--- src/design/mab_pkg.sv ---
// shared types and codes for the majority-ack reliable broadcast block
// no dependencies; imported by every module of the block

package mab_pkg;

	// request fields of one input item
	typedef struct packed {
		logic        req_type;
		logic [10:0] seq_no;
		logic [4:0]  origin_pid;
		logic [9:0]  msg_index;
		logic [4:0]  from_pid;
	} req_t;

	// fields of one result item
	typedef struct packed {
		logic [1:0] kind;
		logic [9:0] out_index;
		logic [4:0] out_relay;
		logic       last;
	} rsp_t;

	// result kinds
	localparam logic [1:0] KIND_BCAST   = 2'd0;
	localparam logic [1:0] KIND_DELIVER = 2'd1;
	localparam logic [1:0] KIND_ERROR   = 2'd2;

	// configuration register indexes
	localparam logic CFG_PROC_CNT = 1'b0;
	localparam logic CFG_SELF_ID  = 1'b1;

	// request classes handed from front to back
	typedef enum logic [1:0] {
		OP_LOCAL = 2'd0,
		OP_RECV  = 2'd1,
		OP_ERROR = 2'd2
	} op_t;

	// back-end sequencer states
	typedef enum logic [1:0] {
		BK_CLEAR,
		BK_IDLE,
		BK_EXEC,
		BK_DELIVER
	} back_state_t;

endpackage

--- src/design/mab_fifo.sv ---
// small request queue between front and back
// depends on mab_pkg only by convention of the block

module mab_fifo import mab_pkg::*; #(
	parameter int WIDTH = 8,
	parameter int DEPTH = 2
) (
	input  logic             clk,
	input  logic             arst_n,
	input  logic             push,
	input  logic [WIDTH-1:0] wdata,
	input  logic             pop,
	output logic [WIDTH-1:0] rdata,
	output logic             empty,
	output logic             full
);

	localparam int PW = (DEPTH > 1) ? $clog2(DEPTH) : 1;
	localparam int CW = $clog2(DEPTH+1);

	logic [WIDTH-1:0] slot_q [DEPTH];
	logic [PW-1:0]    wr_ptr_q;
	logic [PW-1:0]    rd_ptr_q;
	logic [CW-1:0]    count_q;
	logic             do_push;
	logic             do_pop;

	assign empty   = (count_q == '0);
	assign full    = (count_q == CW'(DEPTH));
	assign do_push = push && !full;
	assign do_pop  = pop && !empty;
	assign rdata   = slot_q[rd_ptr_q];

	// pointers and fill count
	always_ff @(posedge clk or negedge arst_n) begin
		if (!arst_n) begin
			wr_ptr_q <= '0;
			rd_ptr_q <= '0;
			count_q  <= '0;
		end else begin
			if (do_push) begin
				wr_ptr_q <= (wr_ptr_q == PW'(DEPTH-1)) ? '0 : wr_ptr_q + PW'(1);
			end
			if (do_pop) begin
				rd_ptr_q <= (rd_ptr_q == PW'(DEPTH-1)) ? '0 : rd_ptr_q + PW'(1);
			end
			if (do_push && !do_pop) begin
				count_q <= count_q + CW'(1);
			end else if (do_pop && !do_push) begin
				count_q <= count_q - CW'(1);
			end
		end
	end

	// storage
	always_ff @(posedge clk) begin
		if (do_push) begin
			slot_q[wr_ptr_q] <= wdata;
		end
	end

endmodule

--- config.mk ---
export PLATFORM = sky130hd
export DESIGN_NAME = mab_fifo
export DESIGN_NICKNAME = d
export VERILOG_FILES = /design/src/design/mab_pkg.sv /design/src/design/mab_fifo.sv
export SDC_FILE = /design/constraint.sdc
export NUM_CORES = 1
export LEC_CHECK = 0
export ABC_AREA = 1
export BUFFER_PORTS_ARGS = -buffer_cell sky130_fd_sc_hd__clkbuf_2
export CORE_ASPECT_RATIO = 0.9
export CORE_MARGIN = 2
export CORE_UTILIZATION = 44
export CTS_BUF_LIST = sky130_fd_sc_hd__clkbuf_8 sky130_fd_sc_hd__clkbuf_16
export CTS_CLUSTER_DIAMETER = 60
export DETAILED_ROUTE_END_ITERATION = 6
export HOLD_SLACK_MARGIN = 0.1
export PLACE_DENSITY_LB_ADDON = 0.12
export SYNTH_ARGS = -nofsm -noshare
export SYNTH_HDL_FRONTEND = slang
export SYNTH_SLANG_ARGS = --single-unit
--- constraint.sdc ---
create_clock -name clk -period 1.3 [get_ports clk]
set_input_delay 0.26 -clock clk [delete_from_list [all_inputs] [get_ports clk]]
set_output_delay 0.26 -clock clk [all_outputs]
set_load 0.03 [all_outputs]
# After elaboration in Yosys (flattened, before gate mapping)
# Memory sizes are Yosys's and may differ from the RTL's.
# Index checks and enable logic that the tools add are counted.
# totals
reg_bits	4
ramBits	16
input_bits	12
output_inout_bits	10
wordCells	25
mem_count	1
# mem_list
name	words	word_bits	rd	rd_ports_with_merged_regs	wr	line_no	rtl
slot_q	2	8	1	0	1	mab_fifo.sv:21	logic [WIDTH-1:0] slot_q [DEPTH];
# classes
n_addsub	4
n_eq_ne	1
muxes	6
n_reduce_logical	10
# op_table
cell	n
logical AND 1 bit	4
logical NOT 1 bit	4
2-to-1 mux 1 bit	4
2-to-1 mux 2 bit	2
adder 1 bit (second input constant)	2
adder 2 x 1 -> 2 bit (second input constant)	1
== test 2 bit (second input constant)	1
logical NOT 2 bit	1
nonzero test 2 bit	1
subtractor 2 x 1 -> 2 bit (second input constant)	1

# Logic depth before layout (Yosys ltp)
# depth
word_depth	7
mapped_depth	9
depth_no_buf	9

# Worst setup path after synthesis
# No wires, ideal clock.
# synth_path
path_type	flip-flop to flip-flop
start	register count_q[0]
end	register count_q[1]
setup_ps	117
arrival_time_ps	1410
required_ps	1183
setup_slack_ps	-226
path_stages_with_launch	8
n_path_buf	0
period_less_slack_ps	1526
path_cell_list	dfrtp_1 nor2_2 nor2_4 ha_1 inv_1 nand3_1 nand2_1 nand2_1
# synth_between
elab_chain_cells	6
elab_cells_between_ends	15
cone_classes	add/sub (2); eq/ne (1); mux (2); reduce/logical (10)
# synth_lines
element	line_no	rtl
from (decl)	mab_fifo.sv:24	logic [CW-1:0] count_q;
from (signal assigned)	mab_fifo.sv:48	count_q <= count_q + CW'(1);
from (signal assigned)	mab_fifo.sv:50	count_q <= count_q - CW'(1);
== test 2 bit (*)	mab_fifo.sv:29	assign full = (count_q == CW'(DEPTH));
named net full	mab_fifo.sv:15	output logic full
logical NOT 1 bit (*)	mab_fifo.sv:30	assign do_push = push && !full;
logical AND 1 bit (*)	mab_fifo.sv:30	
named net do_push	mab_fifo.sv:25	logic do_push;
logical NOT 1 bit	mab_fifo.sv:49	end else if (do_pop && !do_push) begin
logical AND 1 bit	mab_fifo.sv:49	
nonzero test 2 bit (no source line)	-	
# The timed path passes the listed nets; every way through them passes the cells marked *. The select of a mux whose other input is x is not followed.
# A chain may end at the register's enable or synchronous reset.

# Worst setup path after layout
# layout_path
start	register rd_ptr_q
end	output rdata[0]
# layout_between
elab_chain_cells	1
# layout_lines
element	line_no	rtl
from (decl)	mab_fifo.sv:23	logic [PW-1:0] rd_ptr_q;
from (signal assigned)	mab_fifo.sv:45	rd_ptr_q <= (rd_ptr_q == PW'(DEPTH-1)) ? '0 : rd_ptr_q + PW'(1);
memory read (2 x 8 bit)	-	
to (decl)	mab_fifo.sv:13	output logic [WIDTH-1:0] rdata,
# Every way passes these cells.

==> impl_metrics.py <==
metrics = {
    "run_status": {
        "status": "finished with violations",
        "violations": "negative setup slack",
    },
    "synth": {
        "synth.distinct_cells": 16,
        "synthCells": 73,
        "synth_top_family_by_area": "simple AND/OR/NAND/NOR gates",
        "synth_nets": 86,
        "synth_top_area_share_pct": 57.9,
        "yosys.area_share.xor_xnor_pct": 1.06,
        "synth_seq_area_share_pct": 70.0,
        "yosys.area_share.adder_pct": 1.51,
        "synth.yosys.warnings": 0,
        "syn_avg_cell_area_um2": 11.4,
        "synth-compound-area-share_pct": 1.21,
        "yosys.area.top_type": "edfxtp_1",
        "ys_ff_latch": 20,
        "synth_mux_area_share_pct": 0,
        "synth_area_um2": 830,
        "synthSimpleGateAreaFrac_pct": 22.0,
        "yosys-top-cells-area": "edfxtp_1 (58%), nand2_1 (14%), dfrtp_1 (12%), inv_1 (2.7%), nand3b_4 (2.4%)",
    },
    "grt": {
        "grt_pass1_wl_mm": 2.70,
        "grt_pass1_vias": 620,
        "antenna_found_initial": 0,
        "overflow": 0,
        "grt_usage_pct": 17.9,
        "grt_max_degree": 13,
    },
    "clocking": {
        "cts-root-buf": "clkbuf_8",
        "cts_tree": "yes",
        "clk_latency_ns": 0.26,
        "cts_buffer_depth": 2,
        "cts_inserted_buffers": 3,
        "path_clk_slew_ns": 0.07,
        "clock_sinks": 20,
        "htreeDepth": 1,
    },
    "route": {
        "drt_iter0_drc": 6,
        "wirelength_mm": 1.70,
        "dr.pass1.iters": 4,
        "post_drt_wl_per_cell_um": 13.0,
        "drc": 0,
        "postRouteAntennaNets": 0,
        "via_per_inst": 4.77,
        "vias": 625,
    },
    "power": {
        "p_sw_share_pct": 37.8,
        "p_clk_share_pct": 17.4,
        "sequentialPowerShare_pct": 29.8,
        "combPwrFrac_pct": 52.9,
        "p_int_mw": 2.19,
        "leakagePower_nw": 0.581,
        "p_sw_mw": 1.33,
        "power-per-cell-area_mw_per_mm2": 2700,
        "finalPower_mw": 3.52,
        "peakVddDrop_mv": 1.47,
    },
    "setup_path": {
        "path_class": "reg2out",
        "critical_path.slowest_cell": "dfrtp_1",
        "crit_fanout": 8,
        "worstPathRequired_ns": 1.04,
        "path_common_cell": "nand2_2",
        "critPathArrivalTime_ns": 1.14,
        "start_kind": "flop",
        "cp-end-kind": "output port",
        "critPathMaxStageDelay_ns": 0.43,
        "path_cells": "buf_6 -> nand2_2 -> nand2_2 -> buf_8",
    },
    "timing": {
        "whs_ns": 0.187,
        "relSlewSlack_pct": 86.8,
        "fin_setup_tns_ns": -0.721,
        "finalMaxSlewViolations": 0,
        "finalSetupViolCount": 9,
        "hold_violations": 0,
        "fin_skew_ns": 0.00353,
        "period_needed_ns": 1.40,
        "clock.fmax_mhz": 715,
        "tightest_slew_ns": 0.197,
        "rsz0062_at_grt": "yes",
        "timing.final.crit_share_pct": 108,
        "timing.final.ws_setup_ns": -0.0980,
    },
    "place": {
        "place.gp.congestion": 0.797,
        "placed_area_mm2": 0.00102,
        "hpwl_mm": 1.06,
        "port_buffers": 21,
        "pre_cts_ws_ns": 0.00136,
    },
    "floorplanning": {
        "row_count": 14,
        "die_w_um": 49.8,
        "die_h_um": 45.2,
        "die_area_mm2": 0.00225,
        "core_area_mm2": 0.00172,
        "ios": 22,
        "start_util_pct": 48.3,
    },
    "cells_and_area": {
        "syn_to_final_growth_pct": 57.2,
        "final_common_cell": "nand2_1",
        "fin_area_mm2": 0.00130,
        "final_cell_mix": "nand2_1 (17), nand2_2 (16), edfxtp_1 (16)",
        "layout-drive-gt1-share_pct": 59.8,
        "nNetsFinal": 121,
        "num_antenna_cells": 0,
    },
    "flow_run": {
        "maxCapViolCount": 0,
    },
    "hold_path": {
        "hold_path_class": "in2reg",
    },
}
[through the flow]
step	instances	utilization [%]
floorplan	73	-
global placement	123	59.6
detailed placement	123	59.6
CTS	129	71.9
global route	131	75.9
finish	131	75.9
[cells in the mapped netlist]
cell	instances
inv_1	6
nor2_4	1
dfrtp_1	4
xnor2_1	1
edfxtp_1	16
nand3_1	1
nor2_1	2
nor2_2	1
nand3b_4	1
nand2_2	1
nand4_1	1
nand2_1	32
ha_1	1
inv_2	2
buf_2	1
o21ai_1	2
[critical path: cells and delay by family, from the launching register on]
| family | cells | cell delay [ns] |
|---|---|---|
| flops | 1 | 0.43 |
| buf+inv | 2 | 0.30 |
| simple gates | 2 | 0.14 |
[layer usage]
layer	track usage, %	part of all wire, %	vias up
li1	-	-	303
met1	16.9	36	302
met2	34.1	57	16
met3	6.29	5.0	4
met4	10.0	1.9	0
met5	0	0	-
[repair_timing]
action | in CTS | in global routing
buffers inserted | 1 | 2
gates cloned | 0 | 0
gates resized for setup | 33 | 25
pin swaps | 9 | 4
hold buffers | 1 | 0
endpoints found under the setup margin | 11 | 27
hold endpoints to repair | 4 | 0
[kinds of logic (layout without fill, tap and decap cells)]
| kind of cell | Yosys count | in the layout |
|---|---|---|
| xor+xnor | 1 | 1 |
| buf+inv | 9 | 43 |
| fa+ha+maj | 1 | 1 |
| flops | 20 | 20 |
| simple gates | 40 | 40 |
| compound gates | 2 | 2 |
[sequential cells by signal (all words and copies together) (netlist names)]
name and cells:
count_q 2, slot_q 16, rd_ptr_q 1, wr_ptr_q 1
[path summary, 6_finish.rpt]
path                             from           end  slack (ns)  cells after the start
max                          rd_ptr_q      rdata[0]        -0.1                      4
min                          wdata[3]  slot_q[1][3]        0.19                      1
max in group asynchronous      arst_n    count_q[1]        0.80                      2
max reg2reg                count_q[0]    count_q[1]           0                      6
min in group asynchronous      arst_n    count_q[0]        0.35                      2
min reg2reg                  wr_ptr_q      wr_ptr_q        0.50                      2
[area by class of cell]
| class | count | area (um2) |
|---|---|---|
| sequential | 20 | 583 |
| fill | 123 | 413 |
| timing repair buffer | 31 | 298 |
| multi-input combinational | 44 | 287 |
| clock buffer | 3 | 41.3 |
| inverter | 8 | 35.0 |
| clock inverter | 1 | 30.0 |
| tap | 24 | 30.0 |
[power groups by stage]
stage / clock, mW / combinational (mW) / sequential [mW]
global route: 0.639 / 1.99 / 1.07
global placement: 0 / 1.23 / 0.996
detailed placement: 0 / 1.25 / 1.01
CTS: 0.620 / 1.61 / 1.02
floorplan: 0 / 0.876 / 0.980
finish: 0.611 / 1.86 / 1.05
(Power assumes the default switching activity.)
