[src/design/mab_pkg.sv]
// shared types and codes for the majority-ack reliable broadcast block
// no dependencies; imported by every module of the block

package mab_pkg;

	// request fields of one input item
	typedef struct packed {
		logic        req_type;
		logic [10:0] seq_no;
		logic [4:0]  origin_pid;
		logic [9:0]  msg_index;
		logic [4:0]  from_pid;
	} req_t;

	// fields of one result item
	typedef struct packed {
		logic [1:0] kind;
		logic [9:0] out_index;
		logic [4:0] out_relay;
		logic       last;
	} rsp_t;

	// result kinds
	localparam logic [1:0] KIND_BCAST   = 2'd0;
	localparam logic [1:0] KIND_DELIVER = 2'd1;
	localparam logic [1:0] KIND_ERROR   = 2'd2;

	// configuration register indexes
	localparam logic CFG_PROC_CNT = 1'b0;
	localparam logic CFG_SELF_ID  = 1'b1;

	// request classes handed from front to back
	typedef enum logic [1:0] {
		OP_LOCAL = 2'd0,
		OP_RECV  = 2'd1,
		OP_ERROR = 2'd2
	} op_t;

	// back-end sequencer states
	typedef enum logic [1:0] {
		BK_CLEAR,
		BK_IDLE,
		BK_EXEC,
		BK_DELIVER
	} back_state_t;

endpackage

[src/design/mab_front.sv]
// front end: classifies a request and works out its message id
// depends on mab_pkg

module mab_front import mab_pkg::*; #(
	parameter int MAX_MSGS = 1024,
	parameter int NPROC    = 16
) (
	input  req_t                          req,
	input  logic [$clog2(NPROC+1)-1:0]    np,
	output op_t                           op,
	output logic [$clog2(MAX_MSGS)-1:0]   addr,
	output logic [4:0]                    from
);

	localparam int AW = $clog2(MAX_MSGS);
	localparam int EW = $clog2(NPROC+1);
	localparam int SW = EW + 12;

	logic [SW-1:0] prod;
	logic [SW-1:0] sum;
	logic [SW-1:0] lim;
	logic [SW-1:0] diff;
	logic          local_bad;
	logic          recv_bad;

	// local id = np*seq + sender - (np + 1), checked for both ends of the table
	always_comb begin
		prod      = SW'(np) * SW'(req.seq_no);
		sum       = prod + SW'(req.origin_pid);
		lim       = SW'(np) + SW'(1);
		diff      = sum - lim;
		local_bad = (sum < lim) || (32'(diff) >= 32'(MAX_MSGS));
		recv_bad  = 32'(req.msg_index) >= 32'(MAX_MSGS);
	end

	// classification
	always_comb begin
		if (req.req_type) begin
			op   = recv_bad ? OP_ERROR : OP_RECV;
			addr = AW'(req.msg_index);
		end else begin
			op   = local_bad ? OP_ERROR : OP_LOCAL;
			addr = AW'(diff);
		end
		from = req.from_pid;
	end

endmodule

[config.mk]
export PLATFORM = sky130hd
export DESIGN_NAME = mab_front
export DESIGN_NICKNAME = d
export VERILOG_FILES = /design/src/design/mab_pkg.sv /design/src/design/mab_front.sv
export SDC_FILE = /design/constraint.sdc
export NUM_CORES = 1
export LEC_CHECK = 0
export ABC_CLOCK_PERIOD_IN_PS = 8600
export BUFFER_PORTS_ARGS = -buffer_cell sky130_fd_sc_hd__buf_4
export CAP_MARGIN = 30
export CORE_ASPECT_RATIO = 0.7
export CORE_MARGIN = 2
export CORE_UTILIZATION = 45
export DETAILED_ROUTE_END_ITERATION = 12
export PLACE_DENSITY = 0.77
export RECOVER_POWER = 100
export SLEW_MARGIN = 20
export SYNTH_ARGS = -nofsm -noshare
export SYNTH_HDL_FRONTEND = slang
export SYNTH_SLANG_ARGS = --single-unit
[constraint.sdc]
create_clock -name vclk -period 8.6
set_input_delay 2.15 -clock vclk [all_inputs]
set_output_delay 2.15 -clock vclk [all_outputs]
set_load 0.01 [all_outputs]
* Yosys cells after proc, flatten, opt, wreduce, memory -nomap -nowiden
Index checks and enable logic that the tools add are counted.
** Storage, ports and cells
- Bits in registers :: 0
- Input port bits :: 37
- Output and inout port bits :: 17
- Logic and storage cells :: 10
** Operators by class
- $add $sub $neg :: 3
- Multiply operators :: 1
- $lt $le $gt $ge :: 2
- Muxes and demuxes :: 3
- Reduce and logical (&&, ||, !) cells :: 1
** Operators with widths (number)
- adder 16 x 5 -> 17 bit :: 1
- >= comparator 17 x 11 -> 1 bit, second input constant :: 1
- less-than comparator 17 x 6 -> 1 bit :: 1
- subtractor 17 x 6 -> 17 bit :: 1
- multiplier 5 x 11 -> 16 bit :: 1
- 2-to-1 mux 10 bit :: 1
- adder 5 x 1 -> 6 bit, second input constant :: 1
- 2-to-1 mux 2 bit :: 2
- logical OR 1 bit :: 1

* Depth between registers and ports, before layout
Gate-level depths: netlist of run 1.
- Depth in word-level cells :: 7
- Depth in mapped cells :: 19
- Mapped depth without buffers :: 18

* Worst setup path after synthesis of run 1
Ideal clock, no wire load.
- Path kind :: input to output
- From :: input port np[4]
- To :: output port op[1]
- Arrival time :: 6.370 ns
- Slack :: 0.080 ns
- Stages :: 17
- Buffers on the path :: 1
- Cell sequence :: clkbuf_1 > nand2_1 > fa_1 > fa_1 > fa_1 > inv_1 > ha_1 > a211oi_2 > nor2_1 > xor2_1 > ha_1 > o21a_1 > o31a_1 > nor3_1 > or4bb_1 > a21oi_1 > o22ai_1
** On the way
- Word-level cells in the longest chain between the ends :: 7
** RTL lines
- start, declared :: line mab_front.sv:9 : input logic [$clog2(NPROC+1)-1:0] np,
- multiplier 5 x 11 -> 16 bit :: line mab_front.sv:28 : prod = SW'(np) * SW'(req.seq_no);
- adder 16 x 5 -> 17 bit :: line mab_front.sv:29 : sum = prod + SW'(req.origin_pid);
- subtractor 17 x 6 -> 17 bit :: line mab_front.sv:31 : diff = sum - lim;
- >= comparator 17 x 11 -> 1 bit :: line mab_front.sv:32 : local_bad = (sum < lim) || (32'(diff) >= 32'(MAX_MSGS));
- logical OR 1 bit (*) :: line mab_front.sv:32
- 2-to-1 mux 2 bit (*) :: line mab_front.sv:42 : op = local_bad ? OP_ERROR : OP_LOCAL;
- 2-to-1 mux 2 bit (*) :: line mab_front.sv:38 : if (req.req_type) begin
- end, declared :: line mab_front.sv:10 : output op_t op,
Mark *: on every way between the ends. The rest lies on a longest branch, timed or not.

* Worst setup path in the final report of run 1
- From :: input port np[1]
- To :: output port op[1]
Same word-level chain as after synthesis.

==> impl_metrics.json, run 1 <==
{
  "synthMuxAreaShare_pct": 1.23,
  "startpoint_type": "input port",
  "setup_slack_ps": 133,
  "seqPwrFrac_pct": 0,
  "peakVddDrop_mv": 0.127,
  "holdWs_ps": 4300,
  "finish.utilization_pct": 58.1,
  "grt_start_max_net_pins": 22,
  "nFlopsAndLatches": 0,
  "hold_buffers": 0,
  "die_h_um": 66.8,
  "hpwl_um": 4590,
  "max_slew.worst_pin.slew_ps": 557,
  "p_int_mw": 0.332,
  "total_power_mw": 0.691,
  "placeableCoreArea_um2": 5340,
  "slew_headroom_pct": 62.6,
  "portBuffers": 44,
  "power_frac_clock_pct": 0,
  "die_x_um": 93.7,
  "wire_per_inst_um": 12.9,
  "setup_viol": 0,
  "clock_buffers": 0,
  "drt_wl_total_um": 5520,
  "syn_to_final_growth_pct": 22.4,
  "crit_path_end_kind": "output port",
  "timing.fmax_mhz": 118,
  "ys_warn_count": 0,
  "dp_slack_ps": -101,
  "syn_avg_cell_area_um2": 8.15,
  "route.detailed.drc": 0,
  "synth_xor_area_share_pct": 6.22,
  "arrival_ps": 6320,
  "ys_types": 45,
  "drive_gt1_share_pct": 23.4,
  "status": "completed",
  "worst-path-max-fanout": 12,
  "crit_type": "in2out",
  "yosys.area_share.simple_pct": 22.7,
  "via_per_inst": 5.23,
  "grt_usage_pct": 18.1,
  "nNetsFinal": 466,
  "gp_congestion": 0.815,
  "synthAdderAreaFrac_pct": 45.3,
  "min_period_ps": 8470,
  "grt_pass1_wl_um": 9550,
  "synth_nets": 420,
  "syn_area_um2": 2530,
  "antenna_left": 0,
  "pin_count": 54,
  "drt_iter0_markers": 67,
  "fin_cells": 427,
  "hold_class": "in2out",
  "power_leakage_nw": 1.54,
  "required_ps": 6450,
  "register_area_um2": 0,
  "diodes": 0,
  "via_count": 2235,
  "p_sw_share_pct": 52.0,
  "antenna_found_initial": 0,
  "power_frac_comb_pct": 100.0,
  "yosysSeqAreaShare_pct": 0,
  "synth_top_family_by_area": "adder cells",
  "synthCells": 311,
  "drv_slew": 0,
  "period_share_pct": 98.5,
  "powerDensity_nw_per_um2": 223,
  "grt_pass1_vias": 2223,
  "drv_cap": 0,
  "power.net_switching_mw": 0.359,
  "fp-row-count": 22,
  "synth_compound_area_share_pct": 14.5,
  "dieArea_um2": 6260,
  "firstDrtPassIters": 4,
  "n_fill_cell": 511,
  "initial_utilization_pct": 47.4,
  "placedCellCount": 423,
  "hold_viol": 0,
  "grt-ovfl-total": 0
}
-- placed cells by master (no fill, tap or decap), types with 2 or more instances in the layout --
master	instances
buf_4	54
inv_1	46
and2_1	36
ha_1	34
fa_1	31
nand2_1	30
nor2_1	15
xor2_1	9
xnor2_1	9
a21oi_1	8
o21ai_0	7
clkbuf_1	6
nand3_1	4
o211ai_1	4
o21a_1	4
o31ai_1	4
ha_4	4
and2_4	3
a21o_1	3
a21oi_2	3
nand3b_1	3
a211oi_2	2
nor2b_1	2
a221oi_4	2
nor3_1	2
fa_2	2
-- cells in the mapped netlist (2+ instances only) --
library cell / n / area [um2]
ha_1: 39 / 488
nand3_1: 4 / 20.0
o21a_1: 4 / 30.0
mux2i_1: 2 / 20.0
o31ai_1: 4 / 30.0
and3_1: 2 / 12.5
a21o_1: 3 / 22.5
nor2_1: 16 / 60.1
a221oi_2: 3 / 45.0
nand3b_1: 3 / 22.5
o211ai_1: 4 / 30.0
a21oi_1: 11 / 55.1
nor3_1: 3 / 15.0
xor2_1: 9 / 78.8
clkbuf_1: 10 / 37.5
and2_1: 39 / 244
nand2_1: 30 / 113
fa_1: 33 / 661
nor2b_1: 2 / 12.5
xnor2_1: 9 / 78.8
inv_1: 46 / 173
buf_4: 6 / 45.0
o21ai_0: 7 / 35.0
-- final timing paths --
path,startpoint,to,slack (ps),cells after the start
setup / recovery,np[1],op[1],130,18
hold / removal,req[3],from[3],4300,0
-- power by group through the flow --
stage,Sequential [mW],Clock [mW],Combinational [mW]
floorplan,0,0,0.440
global placement,0,0,0.590
detailed placement,0,0,0.606
CTS,0,0,0.622
global route,0,0,0.770
finish,0,0,0.691
-- layer usage --
| layer | global-route usage, % | share of wire [%] | up-vias |
|---|---|---|---|
| met1 | 24.6 | 47 | 1087 |
| met5 | 0 | 0 | - |
| met3 | 0.226 | 3.7 | 0 |
| met2 | 34.7 | 49 | 41 |
| li1 | - | - | 1107 |
| met4 | 0 | 0 | 0 |
-- kinds of logic (layout without fill, tap and decap cells) --
kind of cell / count (synthesis) / count (layout)
fa+ha+maj: 72 / 72
buf+inv: 62 / 106
compound gates: 49 / 49
simple gates: 107 / 107
mux: 3 / 3
xor+xnor: 18 / 18
-- stage by stage --
step	instance area [um2]	setup TNS, ps
2_1_floorplan	2530	0
3_5_place_dp	2960	-101
4_1_cts	2980	0
6_report	3100	0
3_3_place_gp	2960	-44.3
5_1_grt	3100	-31.4
-- worst max-delay path: stages --
cell and delay, ps:
buf_4 120, buf_4 180, and2_1 150, ha_1 320, fa_1 540, inv_1 50
fa_1 530, inv_1 70, ha_4 260, a21o_1 190, a221oi_4 370, buf_4 180
mux2i_2 220, nand2_1 100, or4bb_1 520, a21oi_2 140, o22ai_1 90, buf_4 150
-- final cells by class --
| cell class | count | area, um2 | area share, % |
|---|---|---|---|
| inverter | 46 | 173 | 5.57 |
| multi-input combinational | 249 | 2410 | 77.7 |
| tap | 72 | 90.1 | 2.90 |
| timing repair buffer | 60 | 428 | 13.8 |
-- what timing repair did --
item,4_1_cts,5_1_grt
buffers inserted,0,4
gates resized for setup,3,20
pin swaps,0,17
setup endpoints to repair,1,1
Note: power is estimated with default switching activity, not from simulation.
==> run 2, diff against run 1 <==
CORE_UTILIZATION = 40   (was 45)
PLACE_DENSITY = 0.71   (was 0.77)
==> impl_metrics.json, run 2 (synthesis results as in run 1) <==
{
  "drv_slew": 0,
  "die_h_um": 70.6,
  "hpwl_um": 4530,
  "hold_path.startpoint": "req[3]",
  "grt-ovfl-total": 0,
  "via_per_inst": 5.10,
  "holdWs_ps": 4300,
  "required_ps": 6450,
  "crit_path_end_kind": "output port",
  "crit_chain": "buf_4 -> and2_1 -> fa_1 -> fa_1 -> inv_1 -> fa_1 -> inv_1 -> ha_4 -> a21o_1 -> a221oi_4 -> buf_4 -> xnor2_2 -> or4_4 -> nand3b_1 -> a21oi_2 -> o22ai_1 -> buf_4",
  "portBuffers": 44,
  "peakVddDrop_mv": 0.100,
  "min_period_ps": 8430,
  "final_cell_mix": "60 x buf_4, 46 x inv_1, 38 x and2_1, 35 x ha_1, 32 x fa_1",
  "grt_use_met3_pct": 0.395,
  "power_leakage_nw": 1.56,
  "route.detailed.drc": 0,
  "holdPathEnd": "from[3]",
  "initial_utilization_pct": 41.0,
  "hold_buffers": 0,
  "timing.fmax_mhz": 119,
  "via_count": 2233,
  "grt_start_max_net_pins": 22,
  "drv_cap": 0,
  "die_x_um": 99.1,
  "period_share_pct": 98.1,
  "grt_pass1_wl_um": 9320,
  "startpoint_type": "input port",
  "multi_input_area_um2": 2390,
  "nNetsFinal": 471,
  "n_fill_cell": 592,
  "placeableCoreArea_um2": 6190,
  "register_area_um2": 0,
  "diodes": 0,
  "worst-path-max-fanout": 6,
  "whs_path_depth": 0,
  "pin_count": 54,
  "max_slew.worst_pin.slew_ps": 555,
  "antenna_left": 0,
  "cpPeakStageDelay_ps": 550,
  "nFlopsAndLatches": 0,
  "crit_type": "in2out",
  "antenna_found_initial": 0,
  "hold_viol": 0,
  "grt.met2_usage_pct": 27.0,
  "setup_viol": 0,
  "dieArea_um2": 7000,
  "clock_buffers": 0,
  "drive_gt1_share_pct": 23.3,
  "drt_iter0_markers": 50,
  "slew_headroom_pct": 62.7,
  "firstDrtPassIters": 4,
  "placedCellCount": 435,
  "busiest_layer": "met2",
  "grt_usage_pct": 15.2,
  "gp_congestion": 0.869,
  "arrival_ps": 6280,
  "slowest_stage": "fa_1",
  "wire_per_inst_um": 12.2,
  "fin_cells": 438,
  "finish.utilization_pct": 50.8,
  "grt_pass1_vias": 2192,
  "powerDensity_nw_per_um2": 224,
  "status": "completed",
  "final_common_cell": "buf_4",
  "drt_wl_total_um": 5320,
  "total_power_mw": 0.703,
  "hold_class": "in2out",
  "met1_usage_pct": 22.1,
  "setup_tns_ps": 0,
  "syn_to_final_growth_pct": 24.0,
  "fp-row-count": 24
}
run 2: cell count changes in the layout (fill, tap and decap cells not counted), moves of 2 or more:
cell | before | now
a211oi_2 | 2 | 0
a21oi_1 | 8 | 10
a21oi_2 | 3 | 1
and2_1 | 36 | 38
and2_4 | 3 | 1
buf_4 | 54 | 60
clkbuf_1 | 6 | 4
run 2: where the power goes:
group	switching (mW)	internal, mW	total [mW]
Clock	0	0	0
Sequential	0	0	0
Combinational	0.353	0.350	0.703
run 2: worst max path at each step:
stage | depth (start not counted) | start | end | slack [ps]
after floorplan | 17 | np[4] | op[1] | 80
after global placement | 19 | np[4] | op[1] | 60
after detailed placement | 16 | np[4] | op[1] | 7
after CTS | 19 | np[4] | op[1] | 30
after global routing | 19 | np[2] | op[1] | -10
final | 17 | np[3] | op[1] | 170
run 2: metrics by stage:
stage	setup WS [ps]	area, um2
after detailed placement	7.23	3010
after global routing	-13.6	3140
after global placement	60.0	3010
after CTS	33.8	3030
final	166	3140
after floorplan	79.5	2530
run 2: final cells by class:
type / count / share of cell area (%)
multi-input combinational: 249 / 76.2
timing repair buffer: 65 / 15.2
inverter: 46 / 5.50
tap: 78 / 3.11
run 2: routing by layer:
metal | up-vias | share of wire (%)
met3 | 0 | 4.4
li1 | 1115 | -
met5 | - | 0
met1 | 1075 | 47
met4 | 0 | 0
met2 | 43 | 48
run 2: worst max-delay path: cells and delay by family:
kind,cells,cell delay (ps)
AND/OR/NAND/NOR,3,890
AO/OA/AOI/OAI,4,810
XOR/XNOR,1,80
buffers and inverters,5,580
adder cells (fa/ha/maj),4,1780
run 2: repair_timing:
item	CTS	global route
resized for setup	1	18
setup buffers	0	3
pin swaps	1	19
setup endpoints to repair	1	1
==> run 3, diff against run 2 <==
CAP_MARGIN = 20   (was 30)
CORE_UTILIZATION = 53   (was 40)
PLACE_DENSITY = 0.88   (was 0.71)
SETUP_SLACK_MARGIN = 0.5   (was not set)
==> impl_metrics.json, run 3 (synthesis results as in run 1) <==
{
  "dieArea_um2": 5360,
  "drive_gt1_share_pct": 25.3,
  "startpoint_type": "input port",
  "wire_per_inst_um": 13.5,
  "via_count": 2220,
  "drv_slew": 0,
  "nFlopsAndLatches": 0,
  "final_common_cell": "buf_4",
  "rsz0062_at_grt": "true",
  "initial_utilization_pct": 53.9,
  "final_cell_mix": "47 x buf_4, 43 x inv_1, 35 x and2_1, 34 x ha_1, 32 x fa_1",
  "setup_viol": 0,
  "nNetsFinal": 470,
  "n_fill_cell": 386,
  "grt_start_max_net_pins": 22,
  "register_area_um2": 0,
  "firstDrtPassIters": 6,
  "placeableCoreArea_um2": 4700,
  "grt_pass1_wl_um": 9230,
  "antenna_found_initial": 0,
  "setup_tns_ps": 0,
  "worst-path-max-fanout": 5,
  "antenna_left": 0,
  "fin_cells": 416,
  "p_int_mw": 0.352,
  "seqPwrFrac_pct": 0,
  "portBuffers": 44,
  "powerDensity_nw_per_um2": 225,
  "arrival_ps": 6190,
  "drt_iter0_markers": 63,
  "peakVddDrop_mv": 0.133,
  "drt_wl_total_um": 5610,
  "crit_path_end_kind": "output port",
  "diodes": 0,
  "finish.utilization_pct": 67.9,
  "hpwl_um": 4450,
  "route.detailed.drc": 0,
  "drv_cap": 0,
  "slew_headroom_pct": 41.0,
  "min_period_ps": 8340,
  "fp-row-count": 21,
  "p_sw_share_pct": 51.1,
  "pin_count": 54,
  "gp_congestion": 0.818,
  "power.net_switching_mw": 0.367,
  "grt_pass1_vias": 2119,
  "power_leakage_nw": 1.57,
  "clock_buffers": 0,
  "placedCellCount": 398,
  "max_slew.worst_pin.slew_ps": 885,
  "timing.fmax_mhz": 120,
  "power_frac_clock_pct": 0,
  "via_per_inst": 5.34,
  "power_frac_comb_pct": 100.0,
  "period_share_pct": 97.0,
  "grt_usage_pct": 21.3,
  "die_h_um": 61.8,
  "required_ps": 6450,
  "hold_viol": 0,
  "status": "completed",
  "grt-ovfl-total": 0,
  "crit_type": "in2out",
  "hold_buffers": 0,
  "hold_class": "in2out",
  "die_x_um": 86.6,
  "syn_to_final_growth_pct": 26.0
}
[run 3: changes by cell type in the layout (fill, tap and decap cells not counted), sizes merged]
cell    change
buf         -5
clkbuf      +4
[run 3: power by group through the flow]
stage	logic [mW]	clock network [mW]	registers, mW
5_1_grt	0.800	0	0
2_1_floorplan	0.477	0	0
3_3_place_gp	0.614	0	0
6_report	0.719	0	0
3_5_place_dp	0.626	0	0
4_1_cts	0.689	0	0
[run 3: worst paths after layout]
kind / start / endpoint / slack (ps) / cells after the start
max: req[25] / op[1] / 260 / 17
min: req[2] / from[2] / 4300 / 0
[run 3: area by class of cell]
class	instances	area (um2)	share of cell area (%)
Multi-Input combinational cell	249	2440	76.3
Tap cell	57	71.3	2.23
Timing Repair Buffer	64	512	16.0
Inverter	46	173	5.41
[run 3: stage by stage]
| stage | hold slack (ps) | power (mW) | setup WS, ps | instance area [um2] |
|---|---|---|---|---|
| 6_report | 4300 | 0.719 | 258 | 3190 |
| 3_3_place_gp | 4300 | 0.614 | 193 | 2950 |
| 2_1_floorplan | 4390 | 0.477 | 518 | 2650 |
| 4_1_cts | 4300 | 0.689 | 244 | 3100 |
| 5_1_grt | 4300 | 0.800 | 91.3 | 3190 |
| 3_5_place_dp | 4300 | 0.626 | 114 | 2950 |
[run 3: worst max-delay path: stages]
cell	delay [ps]
buf_4	130
and2_4	160
fa_1	500
fa_1	490
inv_1	50
fa_1	530
inv_1	60
ha_4	250
and3_4	160
a221oi_4	250
buf_6	160
mux2i_2	240
nand2_1	110
or4bb_1	520
a21oi_1	180
o22ai_2	80
buf_4	170
[run 3: repair_timing]
| action | in CTS | in global routing |
|---|---|---|
| setup buffers | 10 | 8 |
| endpoints found under the setup margin | 4 | 4 |
| gates resized for setup | 20 | 17 |
| pin swaps | 23 | 12 |
| endpoints found under the hold margin | 0 | 0 |
[run 3: metal layers]
metal | GRT usage [%] | vias up | share of wire [%]
met5 | 0 | - | 0
met4 | 0.670 | 0 | 0
met3 | 0.925 | 0 | 2.4
met2 | 40.4 | 41 | 52
met1 | 29.2 | 1061 | 46
li1 | - | 1118 | -
